`config.mk`:
```
export PLATFORM = sky130hd
export DESIGN_NAME = unsigned_to_ascii_digits_flat
export DESIGN_NICKNAME = d
export VERILOG_FILES = /design/src/hw/rtl/utoa_pkg.sv /design/src/hw/rtl/utoa_if.sv /design/src/hw/rtl/unsigned_to_ascii_digits.sv /design/src/hw/rtl/utoa_front.sv /design/src/hw/rtl/utoa_back.sv /design/src/flat_wrapper.sv
export SDC_FILE = /design/constraint.sdc
export NUM_CORES = 1
export LEC_CHECK = 0
export BUFFER_PORTS_ARGS = -buffer_cell sky130_fd_sc_hd__buf_4
export CAP_MARGIN = 10
export CORE_ASPECT_RATIO = 0.6
export CORE_MARGIN = 2
export CORE_UTILIZATION = 35
export CTS_CLUSTER_DIAMETER = 30
export DETAILED_ROUTE_END_ITERATION = 16
export HOLD_SLACK_MARGIN = 0.15
export SETUP_SLACK_MARGIN = 0.3
export SYNTH_ARGS = -nofsm -noshare
export SYNTH_HDL_FRONTEND = slang
export SYNTH_SLANG_ARGS = --single-unit
export TNS_END_PERCENT = 100
```
`constraint.sdc`:
```
create_clock -name i_clk -period 6.7 [get_ports i_clk]
set_input_delay 1.34 -clock i_clk [delete_from_list [all_inputs] [get_ports i_clk]]
set_output_delay 1.34 -clock i_clk [all_outputs]
set_load 0.01 [all_outputs]
```
`src/hw/rtl/utoa_pkg.sv`:
```
// ----------------------------------------------------------------------------
// utoa_pkg
// Shared types, constants and helper functions of the unsigned to ASCII
// digit converter.
// ----------------------------------------------------------------------------
package utoa_pkg;

    localparam int IN_BITS          = 64;
    localparam int OPC_BITS         = 2;
    localparam int CHAR_BITS        = 7;
    localparam int NIB_BITS         = 4;
    localparam int VALUE_BITS_DEF   = 64;

    localparam logic [CHAR_BITS-1:0] CHAR_ZERO  = 7'h30;
    localparam logic [CHAR_BITS-1:0] CHAR_LOWER = 7'h61;
    localparam logic [CHAR_BITS-1:0] CHAR_UPPER = 7'h41;
    localparam logic [NIB_BITS-1:0]  NIB_TEN    = 4'd10;
    localparam logic [NIB_BITS-1:0]  NIB_FIVE   = 4'd5;
    localparam logic [NIB_BITS-1:0]  NIB_THREE  = 4'd3;

    typedef enum logic [1:0] {
        MODE_DEC,
        MODE_LOWER,
        MODE_UPPER
    } t_mode;

    typedef enum logic [1:0] {
        ST_IDLE,
        ST_CONV,
        ST_EMIT
    } t_state;

    // Decimal digits needed for the largest value of the given bit width.
    function automatic int dec_digits(input int bits);
        return ((bits * 1233) >> 12) + 1;
    endfunction

    function automatic int hex_digits(input int bits);
        return (bits + NIB_BITS - 1) / NIB_BITS;
    endfunction

    // ASCII code of one digit; digits above nine use the chosen letter case.
    function automatic logic [CHAR_BITS-1:0] nib_to_char(
        input logic [NIB_BITS-1:0] nib,
        input logic                upper
    );
        logic [CHAR_BITS-1:0] res;
        if (nib < NIB_TEN) begin
            res = CHAR_ZERO + CHAR_BITS'(nib);
        end else if (upper) begin
            res = CHAR_UPPER + CHAR_BITS'(nib - NIB_TEN);
        end else begin
            res = CHAR_LOWER + CHAR_BITS'(nib - NIB_TEN);
        end
        return res;
    endfunction

endpackage

```
`src/hw/rtl/utoa_if.sv`:
```
// ----------------------------------------------------------------------------
// utoa_if
// Valid/ready channels of the converter: number requests in, digits out.
// ----------------------------------------------------------------------------
interface utoa_in_if;
    logic                          valid;
    logic                          ready;
    logic [utoa_pkg::IN_BITS-1:0]  value;
    logic [utoa_pkg::OPC_BITS-1:0] opcode;

    modport source (output valid, output value, output opcode, input ready);
    modport sink (input valid, input value, input opcode, output ready);
endinterface

interface utoa_out_if;
    logic                           valid;
    logic                           ready;
    logic [utoa_pkg::CHAR_BITS-1:0] digit_char;
    logic                           last;

    modport source (output valid, output digit_char, output last, input ready);
    modport sink (input valid, input digit_char, input last, output ready);
endinterface

```
`src/hw/rtl/unsigned_to_ascii_digits.sv`:
```
// ----------------------------------------------------------------------------
// unsigned_to_ascii_digits
// Writes an unsigned number as ASCII decimal or hexadecimal digits.
//
// Requests arrive on i_req (value, opcode: 0 decimal, 1 lower-case hex,
// 2 or 3 upper-case hex). Digits leave on o_dig, most significant first,
// without leading zeros; zero gives a single '0'. The final digit of each
// number has last set. Both channels use valid/ready.
// A two-entry request queue sits in front of the conversion engine, so new
// requests are taken while the engine or the receiver is busy.
// A decimal request runs through the shift-and-add BCD converter, one input
// bit per cycle; the engine then drops the leading zero digits and sends the
// rest. Hex requests skip the converter. The engine takes a new request only
// after the final digit of the previous one has gone to the output register.
// Reset clears the queue, the engine and the output register. When the
// receiver stalls, the current digit holds and the engine waits to send the next.
// ----------------------------------------------------------------------------
module unsigned_to_ascii_digits #(
    parameter int VALUE_BITS = utoa_pkg::VALUE_BITS_DEF
) (
    input  logic        i_clk,
    input  logic        i_rst_n,
    utoa_in_if.sink     i_req,
    utoa_out_if.source  o_dig
);

    logic                  job_valid;
    logic                  job_ready;
    logic [VALUE_BITS-1:0] job_value;
    utoa_pkg::t_mode       job_mode;

    utoa_front #(
        .VALUE_BITS (VALUE_BITS)
    ) u_front (
        .i_clk       (i_clk),
        .i_rst_n     (i_rst_n),
        .i_req       (i_req),
        .o_job_valid (job_valid),
        .i_job_ready (job_ready),
        .o_job_value (job_value),
        .o_job_mode  (job_mode)
    );

    utoa_back #(
        .VALUE_BITS (VALUE_BITS)
    ) u_back (
        .i_clk       (i_clk),
        .i_rst_n     (i_rst_n),
        .i_job_valid (job_valid),
        .o_job_ready (job_ready),
        .i_job_value (job_value),
        .i_job_mode  (job_mode),
        .o_dig       (o_dig)
    );

endmodule

```
`src/hw/rtl/utoa_front.sv`:
```
// ----------------------------------------------------------------------------
// utoa_front
// Accepts requests, masks the value and decodes the mode, and holds up to
// two classified requests for the conversion engine.
// ----------------------------------------------------------------------------
module utoa_front #(
    parameter int VALUE_BITS = utoa_pkg::VALUE_BITS_DEF
) (
    input  logic                  i_clk,
    input  logic                  i_rst_n,
    utoa_in_if.sink               i_req,
    output logic                  o_job_valid,
    input  logic                  i_job_ready,
    output logic [VALUE_BITS-1:0] o_job_value,
    output utoa_pkg::t_mode       o_job_mode
);

    logic [VALUE_BITS-1:0] r_q_value [2];
    utoa_pkg::t_mode       r_q_mode  [2];
    logic                  r_wr_ptr;
    logic                  r_rd_ptr;
    logic [1:0]            r_count;
    logic                  push;
    logic                  pop;
    utoa_pkg::t_mode       in_mode;

    assign i_req.ready = (r_count != 2'd2);
    assign push        = i_req.valid && i_req.ready;
    assign pop         = o_job_valid && i_job_ready;

    always_comb begin
        priority if (i_req.opcode[1]) begin
            in_mode = utoa_pkg::MODE_UPPER;
        end else if (i_req.opcode[0]) begin
            in_mode = utoa_pkg::MODE_LOWER;
        end else begin
            in_mode = utoa_pkg::MODE_DEC;
        end
    end

    always_ff @(posedge i_clk) begin
        if (!i_rst_n) begin
            r_wr_ptr <= 1'b0;
            r_rd_ptr <= 1'b0;
            r_count  <= 2'd0;
        end else begin
            if (push) begin
                r_wr_ptr <= ~r_wr_ptr;
            end
            if (pop) begin
                r_rd_ptr <= ~r_rd_ptr;
            end
            r_count <= r_count + 2'(push) - 2'(pop);
        end
    end

    always_ff @(posedge i_clk) begin
        if (push) begin
            r_q_value[r_wr_ptr] <= i_req.value[VALUE_BITS-1:0];
            r_q_mode[r_wr_ptr]  <= in_mode;
        end
    end

    assign o_job_valid = (r_count != 2'd0);
    assign o_job_value = r_q_value[r_rd_ptr];
    assign o_job_mode  = r_q_mode[r_rd_ptr];

endmodule

```
`src/hw/rtl/utoa_back.sv`:
```
// ----------------------------------------------------------------------------
// utoa_back
// Conversion engine: decimal requests go binary to BCD by shift-and-add-three,
// one bit per cycle; then digits leave most significant first, leading zeros dropped.
// ----------------------------------------------------------------------------
module utoa_back #(
    parameter int VALUE_BITS = utoa_pkg::VALUE_BITS_DEF
) (
    input  logic                  i_clk,
    input  logic                  i_rst_n,
    input  logic                  i_job_valid,
    output logic                  o_job_ready,
    input  logic [VALUE_BITS-1:0] i_job_value,
    input  utoa_pkg::t_mode       i_job_mode,
    utoa_out_if.source            o_dig
);

    localparam int DEC_DIGITS = utoa_pkg::dec_digits(VALUE_BITS);
    localparam int HEX_DIGITS = utoa_pkg::hex_digits(VALUE_BITS);
    localparam int NB         = utoa_pkg::NIB_BITS;
    localparam int DIG_W      = DEC_DIGITS * NB;
    localparam int HEX_W      = HEX_DIGITS * NB;
    localparam int CNT_W      = $clog2(VALUE_BITS + 1);

    utoa_pkg::t_state               r_state;
    utoa_pkg::t_state               n_state;
    logic [DIG_W-1:0]               r_digits;
    logic [DIG_W-1:0]               n_digits;
    logic [VALUE_BITS-1:0]          r_bin;
    logic [VALUE_BITS-1:0]          n_bin;
    logic [CNT_W-1:0]               r_cnt;
    logic [CNT_W-1:0]               n_cnt;
    logic                           r_started;
    logic                           n_started;
    logic                           r_upper;
    logic                           n_upper;
    logic                           r_out_valid;
    logic                           n_out_valid;
    logic [utoa_pkg::CHAR_BITS-1:0] r_out_char;
    logic [utoa_pkg::CHAR_BITS-1:0] n_out_char;
    logic                           r_out_last;
    logic                           n_out_last;
    logic [DIG_W-1:0]               dabbled;
    logic [NB-1:0]                  top_nib;
    logic                           is_last;
    logic                           out_free;

    always_comb begin
        for (int i = 0; i < DEC_DIGITS; i++) begin
            if (r_digits[i*NB +: NB] >= utoa_pkg::NIB_FIVE) begin
                dabbled[i*NB +: NB] = r_digits[i*NB +: NB] + utoa_pkg::NIB_THREE;
            end else begin
                dabbled[i*NB +: NB] = r_digits[i*NB +: NB];
            end
        end
    end

    assign top_nib  = r_digits[DIG_W-1 -: NB];
    assign is_last  = (r_cnt == CNT_W'(1));
    assign out_free = !r_out_valid || o_dig.ready;

    always_comb begin
        n_state     = r_state;
        n_digits    = r_digits;
        n_bin       = r_bin;
        n_cnt       = r_cnt;
        n_started   = r_started;
        n_upper     = r_upper;
        n_out_valid = r_out_valid && !o_dig.ready;
        n_out_char  = r_out_char;
        n_out_last  = r_out_last;
        o_job_ready = 1'b0;
        unique case (r_state)
            utoa_pkg::ST_IDLE: begin
                o_job_ready = 1'b1;
                n_started   = 1'b0;
                n_upper     = (i_job_mode == utoa_pkg::MODE_UPPER);
                if (i_job_valid) begin
                    if (i_job_mode == utoa_pkg::MODE_DEC) begin
                        n_bin    = i_job_value;
                        n_digits = '0;
                        n_cnt    = CNT_W'(VALUE_BITS);
                        n_state  = utoa_pkg::ST_CONV;
                    end else begin
                        n_digits = DIG_W'(i_job_value) << (DIG_W - HEX_W);
                        n_cnt    = CNT_W'(HEX_DIGITS);
                        n_state  = utoa_pkg::ST_EMIT;
                    end
                end
            end
            utoa_pkg::ST_CONV: begin
                n_digits = {dabbled[DIG_W-2:0], r_bin[VALUE_BITS-1]};
                n_bin    = r_bin << 1;
                n_cnt    = r_cnt - CNT_W'(1);
                if (is_last) begin
                    n_cnt   = CNT_W'(DEC_DIGITS);
                    n_state = utoa_pkg::ST_EMIT;
                end
            end
            utoa_pkg::ST_EMIT: begin
                if (top_nib == '0 && !r_started && !is_last) begin
                    n_digits = r_digits << NB;
                    n_cnt    = r_cnt - CNT_W'(1);
                end else if (out_free) begin
                    n_out_valid = 1'b1;
                    n_out_char  = utoa_pkg::nib_to_char(top_nib, r_upper);
                    n_out_last  = is_last;
                    n_digits    = r_digits << NB;
                    n_cnt       = r_cnt - CNT_W'(1);
                    n_started   = 1'b1;
                    if (is_last) begin
                        n_state = utoa_pkg::ST_IDLE;
                    end
                end
            end
            default: begin
                n_state = utoa_pkg::ST_IDLE;
            end
        endcase
    end

    always_ff @(posedge i_clk) begin
        if (!i_rst_n) begin
            r_state     <= utoa_pkg::ST_IDLE;
            r_cnt       <= '0;
            r_started   <= 1'b0;
            r_out_valid <= 1'b0;
        end else begin
            r_state     <= n_state;
            r_cnt       <= n_cnt;
            r_started   <= n_started;
            r_out_valid <= n_out_valid;
        end
    end

    always_ff @(posedge i_clk) begin
        r_digits   <= n_digits;
        r_bin      <= n_bin;
        r_upper    <= n_upper;
        r_out_char <= n_out_char;
        r_out_last <= n_out_last;
    end

    assign o_dig.valid      = r_out_valid;
    assign o_dig.digit_char = r_out_char;
    assign o_dig.last       = r_out_last;

`ifndef ASSERT_OFF
    a_conv_cnt: assert property (@(posedge i_clk) disable iff (!i_rst_n)
        r_state == utoa_pkg::ST_CONV |-> r_cnt != '0)
        else $error("Conversion running with an empty bit count.");

    a_emit_cnt: assert property (@(posedge i_clk) disable iff (!i_rst_n)
        r_state == utoa_pkg::ST_EMIT |-> r_cnt != '0)
        else $error("Digit output running with no digits left.");

    a_last_idle: assert property (@(posedge i_clk) disable iff (!i_rst_n)
        r_state == utoa_pkg::ST_EMIT && is_last && out_free |=> r_state == utoa_pkg::ST_IDLE)
        else $error("Engine did not return to idle after the final digit.");

    a_char_range: assert property (@(posedge i_clk) disable iff (!i_rst_n)
        r_out_valid |-> r_out_char >= utoa_pkg::CHAR_ZERO && r_out_char <= 7'h66)
        else $error("Digit character outside the ASCII digit range.");
`endif

endmodule

```
`src/flat_wrapper.sv`:
```
// flat-port wrapper written by rule: the top's interface ports become plain ports
module unsigned_to_ascii_digits_flat 
#(
    parameter int VALUE_BITS = utoa_pkg::VALUE_BITS_DEF
)
  (i_clk, i_rst_n, i_req_valid, i_req_value, i_req_opcode, i_req_ready, o_dig_valid, o_dig_digit_char, o_dig_last, o_dig_ready);
  utoa_in_if i_req_i ();
  utoa_out_if o_dig_i ();
  input  logic i_clk;
  input  logic i_rst_n;
  input wire logic [$bits(i_req_i.valid)-1:0] i_req_valid;
  input wire logic [$bits(i_req_i.value)-1:0] i_req_value;
  input wire logic [$bits(i_req_i.opcode)-1:0] i_req_opcode;
  output wire logic [$bits(i_req_i.ready)-1:0] i_req_ready;
  output wire logic [$bits(o_dig_i.valid)-1:0] o_dig_valid;
  output wire logic [$bits(o_dig_i.digit_char)-1:0] o_dig_digit_char;
  output wire logic [$bits(o_dig_i.last)-1:0] o_dig_last;
  input wire logic [$bits(o_dig_i.ready)-1:0] o_dig_ready;
  assign i_req_i.valid = i_req_valid;
  assign i_req_i.value = i_req_value;
  assign i_req_i.opcode = i_req_opcode;
  assign i_req_ready = i_req_i.ready;
  assign o_dig_valid = o_dig_i.valid;
  assign o_dig_digit_char = o_dig_i.digit_char;
  assign o_dig_last = o_dig_i.last;
  assign o_dig_i.ready = o_dig_ready;
  unsigned_to_ascii_digits #(.VALUE_BITS(VALUE_BITS)) u_core (.i_clk(i_clk), .i_rst_n(i_rst_n), .i_req(i_req_i), .o_dig(o_dig_i));
endmodule
```
==> run_results.csv, run 1 <==
group,metric,value,unit
run_status,status,"finished clean",
cts,clockBufferDepth,3,
critical_path,crit_type,"reg2reg",
timing,setup_viol,0,
cts,cts_setup_buffers,0,
cts,clk_latency,0.55,ns
cells_and_area,num-nets-final,1274,
hold_path,hold_class,"reg2reg",
cts,clk_pin_slew_worst_paths,0.05,ns
critical_path,cp.arrival,3.37,ns
timing,finalSetupTns,0,ns
route,vias,8755,
cells_and_area,antenna_cells,0,
timing,slew_violations,0,
critical_path,cp_slowest_stage_delay,0.81,ns
yosys,ys.flop_type,"edfxtp_1",
cts,tritoncts,"yes",
cells_and_area,fillCellCount,3680,
yosys,syn_avg_cell_area,13.5,um2
critical_path,r2r_start,"u_core.u_back.r_digits[76]",
global_route,grt-ovfl-total,0,
route,drt_first_iter_violations,600,
cts,cts_buffers,53,
yosys,yosysSeqAreaShare,62.5,%
timing,final.period_utilization,47.9,%
run,cap_viol_max_count,0,
timing,worstMarginPinSlew,1.17,ns
floorplan,num_io_pins,80,
critical_path,reg2reg_to,"u_core.u_back.r_digits[74]",
yosys,synth_seq_cells,301,
hold_path,min_from,"u_core.u_back.r_state[0]",
route,postRouteWirelength,30300,um
global_route,grt_pass1_vias,8748,
floorplan,dieArea,42300,um2
yosys,ys_async_sr_fraction,0,%
floorplan,die_x,264,um
place,port_buffers,79,
floorplan,placementRows,57,
critical_path,required,6.86,ns
cells_and_area,final_area,17300,um2
route,drc_errors,0,
global_route,grt_max_degree,85,
timing,rsz0062_at_grt,"false",
hold_path,holdPathStages,2,
floorplan,initial_core_util,35.3,%
global_route,grt_pass1_wl,48600,um
cts,hold_buffers,0,
critical_path,cp_max_fo,82,
timing,fmax,312,MHz
place,gp_congestion,0.772,
floorplan,die_h,160,um
critical_path,startpoint_type,"register",
critical_path,r2r_slack,3.49,ns
route,wire_per_inst,17.6,um
yosys,yosys_warnings,0,
pwr,ir_drop,0.000230,V
place,placed_area,15400,um2
yosys,synth-edff-count,285,
cells_and_area,syn_to_final_growth,21.7,%
pwr,power_density,521,nW/um2
cts,cts_resized,0,
global_route,antenna_found_initial,0,
cts,htreeDepth,2,
timing,fin_worst_skew,0.0114,ns
route,firstDrtPassIters,6,
cts,clock_sinks,301,
critical_path,slowest_stage,"buf_4",
route,viasPerCell,5.07,
timing,relSlewSlack,21.9,%
floorplan,core,40200,um2
pwr,p_leak,6.27,nW
critical_path,r2r_cells,6,
global_route,grt.total_usage,14.4,%
yosys,netlist_area,14200,um2
cells_and_area,drive_gt1_share,23.8,%
cells_and_area,final_cell_mix,"edfxtp_1, mux2_2, buf_4",
timing,final-hold-violation-count,0,
yosys,ys_types,50,
cts,root_buffer,"clkbuf_16",
critical_path,crit_chain,"inv_1, ha_1, or4b_4, a311o_4, nor2_4, buf_4",
timing,fin_crit,3.21,ns
route,antenna_left,0,
yosys,synthesis.nets,1172,
place,dpl.hpwl,19000,um
critical_path,crit_family,"buffers and inverters",
yosys,synthCells,1051,
critical_path,critPathBufInv,2,
cells_and_area,final_common_cell,"edfxtp_1",
hold_path,holdPathEnd,"u_core.u_back.r_state[0]",
critical_path,end_kind,"register",
[logic make-up (layout without fill, tap and decap cells)]
family | count (synthesis) | after routing | synth area share (%)
mux | 131 | 131 | 10.0
buf+inv | 98 | 242 | 2.60
flops | 301 | 301 | 62.5
simple gates | 210 | 210 | 7.52
compound gates | 227 | 227 | 10.9
fa+ha+maj | 51 | 51 | 4.49
xor+xnor | 33 | 33 | 2.03
[state kept, by name, indices dropped and copies added, names as in the netlist, 2 cells and up, named ones only]
name,count
u_core.u_front.r_q_value,128
u_core.u_back.r_digits,80
u_core.u_back.r_bin,64
u_core.u_back.o_dig.digit_char,7
u_core.u_back.r_cnt,7
u_core.u_front.r_q_mode,4
u_core.u_back.r_state,2
u_core.u_front.r_count,2
[worst max-delay path by stage]
stage	start	endpoint	slack (ns)	cells after the start
6_report	u_core.u_back.r_digits[76]	u_core.u_back.r_digits[74]	3.49	6
5_1_grt	u_core.u_back.r_digits[76]	u_core.u_back.r_digits[74]	3.36	6
3_5_place_dp	o_dig_ready	u_core.u_back.r_cnt[4]	3.07	6
3_3_place_gp	o_dig_ready	u_core.u_back.r_cnt[4]	3.17	6
4_1_cts	u_core.u_back.r_digits[76]	u_core.u_back.r_digits[69]	3.50	6
2_1_floorplan	o_dig_ready	u_core.u_back.r_cnt[4]	0.83	4
[synth_stat cells, types with 2 or more instances]
library cell	instances	area, um2
nand3b_1	17	128
mux2_2	93	1050
edfxtp_1	285	8560
o32ai_1	3	26.3
nand3_1	4	20.0
nor2b_1	4	25.0
nand2_1	50	188
dfxtp_1	16	320
nor3_1	6	30.0
o211ai_1	3	22.5
inv_1	54	203
xnor2_1	26	228
and2_1	2	12.5
clkbuf_1	37	139
nor2_1	63	236
and3_1	3	18.8
or3_1	5	31.3
xor2_1	7	61.3
o21a_1	15	113
o221ai_1	3	26.3
a221o_1	44	440
a21oi_1	86	430
buf_1	5	18.8
mux2i_1	38	380
nand2b_1	39	244
a22oi_1	16	120
ha_1	51	638
o21ai_0	34	170
nor3b_1	11	82.6
a211oi_1	5	37.5
o2111ai_1	2	17.5
o22ai_1	6	37.5
[worst register-to-register path, stage by stage, from the launching register on]
cell	delay, ns
edfxtp_1	0.47
inv_1	0.16
ha_1	0.16
or4b_4	0.49
a311o_4	0.49
nor2_4	0.11
buf_4	0.81
[area by class of cell]
class                           count  area (um2)  share of cell area (%)
Timing Repair Buffer               90         676                    3.91
Inverter                           55         206                    1.19
Clock inverter                     35         470                    2.72
Multi-Input combinational cell    652        5010                    28.9
Sequential cell                   301        8880                    51.4
Tap cell                          531         664                    3.84
Clock buffer                       62        1390                    8.04
[power by group]
| group | internal, mW | switching, mW | total [mW] |
|---|---|---|---|
| registers | 2.99 | 0.435 | 3.42 |
| logic | 1.20 | 1.61 | 2.81 |
| clock network | 1.84 | 0.946 | 2.79 |
| total | 6.03 | 2.99 | 9.02 |
[per-layer routing]
metal  wire [um]  track usage (%)  vias up
met1       15300             21.6     4293
met4         477             3.62        0
li1            -                -     4215
met5           0                0        -
met2       13000             21.0      195
met3        1490             2.96       52
[metrics by stage]
stage                     worst slack, ns  cells  hold WS, ns  power [mW]  util [%]
after global placement               3.17   1629        0.463        6.17      38.4
final                                3.49   1726        0.483        9.02      43.0
after CTS                            3.50   1726        0.482        9.11      43.0
after global routing                 3.36   1726        0.520        9.59      43.0
after detailed placement             3.07   1629        0.476        6.26      38.4
after floorplan                     0.828   1051        0.451        5.47         -
(Power assumes the default switching activity.)
==> inputs of run 2 (changes only) <==
- clock period: 6.7 -> 3.1 ns (I/O delays scaled with it)
==> run_results.csv, run 2 (synthesis gave the netlist of run 1 again) <==
group,metric,value,unit
timing,worstMarginPinSlew,1.00,ns
place,dpl.hpwl,20200,um
route,vias,8911,
floorplan,num_io_pins,80,
timing,fin_crit,2.64,ns
cells_and_area,largest_reg_flops,128,
timing,fmax,379,MHz
place,gp_congestion,0.823,
floorplan,dieArea,42300,um2
floorplan,placementRows,57,
timing,fin_worst_skew,0.0206,ns
cells_and_area,largest-register,"u_core.u_front.r_q_value",
cells_and_area,syn_to_final_growth,21.1,%
floorplan,die_h,160,um
floorplan,initial_core_util,35.3,%
route,firstDrtPassIters,5,
timing,setup_ws,0.462,ns
critical_path,r2r_cells,6,
critical_path,reg2reg_to,"u_core.u_back.r_digits[54]",
hold_path,hold_class,"in2reg",
floorplan,core,40200,um2
critical_path,slowest_stage,"edfxtp_1",
global_route,grt_max_degree,67,
cts,clockBufferDepth,3,
global_route,grt.met3_usage,2.78,%
global_route,use_met2,20.3,%
global_route,grt_pass1_vias,8653,
cts,cts_resized,0,
critical_path,r2r_slack,0.46,ns
route,postRouteWirelength,31000,um
pwr,p_leak,6.21,nW
critical_path,required,3.28,ns
timing,final-hold-violation-count,0,
run_status,status,"finished clean",
cells_and_area,top_regs,"u_core.u_front.r_q_value x128, u_core.u_back.r_digits x80, u_core.u_back.r_bin x64",
cts,clk_latency,0.56,ns
global_route,top_usage_layer,"met1",
critical_path,cp.arrival,2.82,ns
critical_path,r2r_start,"u_core.u_back.r_digits[76]",
cts,cts_setup_buffers,0,
cts,htreeDepth,2,
critical_path,startpoint_type,"register",
timing,rsz0062_at_grt,"false",
cells_and_area,final_cell_mix,"edfxtp_1, buf_4, mux2_2",
cells_and_area,final_common_cell,"edfxtp_1",
timing,relSlewSlack,33.1,%
cells_and_area,regArea,8880,um2
route,viasPerCell,5.16,
global_route,grt_use_met1,22.7,%
global_route,grt.total_usage,14.5,%
critical_path,cp_slowest_stage_delay,0.49,ns
global_route,antenna_found_initial,0,
cells_and_area,fillCellCount,3664,
critical_path,crit_end,"u_core.u_back.r_digits[54]",
cts,tritoncts,"yes",
cts,hold_buffers,0,
critical_path,crit_type,"reg2reg",
cells_and_area,num-nets-final,1278,
critical_path,cp_max_fo,35,
global_route,grt_pass1_wl,48500,um
run,cap_viol_max_count,0,
place,place_ws,0.450,ns
global_route,grt-ovfl-total,0,
cells_and_area,antenna_cells,0,
route,antenna_left,0,
cts,clk_pin_slew_worst_paths,0.06,ns
timing,final.period_utilization,85.1,%
cells_and_area,multi_input_area,5020,um2
route,drc_errors,0,
critical_path,cp-startpoint,"u_core.u_back.r_digits[76]",
critical_path,end_kind,"register",
timing,slew_violations,0,
place,port_buffers,79,
floorplan,die_x,264,um
cts,cts_buffers,47,
cells_and_area,drive_gt1_share,24.6,%
pwr,ir_drop,0.000642,V
pwr,power_density,1100,nW/um2
critical_path,crit_chain,"inv_2, ha_1, or4b_4, a311o_4, nor2_4, buf_4",
route,drt_first_iter_violations,768,
pwr,design_power_total,19.0,mW
route,wire_per_inst,17.9,um
cts,clock_sinks,301,
cts,root_buffer,"clkbuf_16",
timing,setup_viol,0,
==> run 2: worst min-delay path by stage <==
| stage | startpoint | to | slack (ns) | depth (start not counted) |
|---|---|---|---|---|
| floorplan | u_core.u_back.r_state[1] | u_core.u_back.r_state[1] | 0.45 | 2 |
| finish | i_req_value[27] | u_core.u_front.r_q_value[1][27] | 0.25 | 1 |
| global route | i_req_value[17] | u_core.u_front.r_q_value[1][17] | 0.23 | 1 |
| CTS | i_req_value[17] | u_core.u_front.r_q_value[1][17] | 0.22 | 1 |
| detailed placement | u_core.u_back.r_state[1] | u_core.u_back.r_state[1] | 0.48 | 2 |
| global placement | u_core.u_back.r_state[1] | u_core.u_back.r_state[1] | 0.46 | 2 |
==> run 2: final cells by class <==
cell class	count	area share, %
clock inverter	37	2.40
timing repair buffer	100	4.73
clock buffer	50	7.02
tap	531	3.86
sequential	301	51.6
inverter	55	1.21
multi-input combinational	652	29.1
==> run 2: worst max-delay path: cells and delay by family (launching register included) <==
kind / cells / cell delay, ns
AO/OA/AOI/OAI: 1 / 0.45
adder cells (fa/ha/maj): 1 / 0.14
buffers and inverters: 2 / 0.54
flip-flops: 1 / 0.49
AND/OR/NAND/NOR: 2 / 0.61
==> run 2: stage by stage <==
stage	hold WS, ns	cell area [um2]	TNS (ns)	utilization [%]	instances
2_1_floorplan	0.450	14300	-7.26	-	1051
3_3_place_gp	0.463	15600	0	38.8	1639
3_5_place_dp	0.477	15600	0	38.8	1639
4_1_cts	0.217	17200	0	42.8	1726
5_1_grt	0.225	17200	0	42.8	1726
6_report	0.247	17200	0	42.8	1726
==> run 2: report_power, final <==
group | switching, mW | total (mW) | internal [mW]
sequential | 0.964 | 7.38 | 6.42
combinational | 3.54 | 6.25 | 2.71
clock | 2.03 | 5.35 | 3.32
total | 6.53 | 19.0 | 12.5
==> run 2: per-layer routing <==
| layer | routed length, um | share of wire [%] | vias up |
|---|---|---|---|
| met4 | 562 | 1.8 | 0 |
| met5 | 0 | 0 | - |
| met1 | 15900 | 52 | 4369 |
| li1 | - | - | 4226 |
| met3 | 1750 | 5.6 | 55 |
| met2 | 12700 | 41 | 261 |
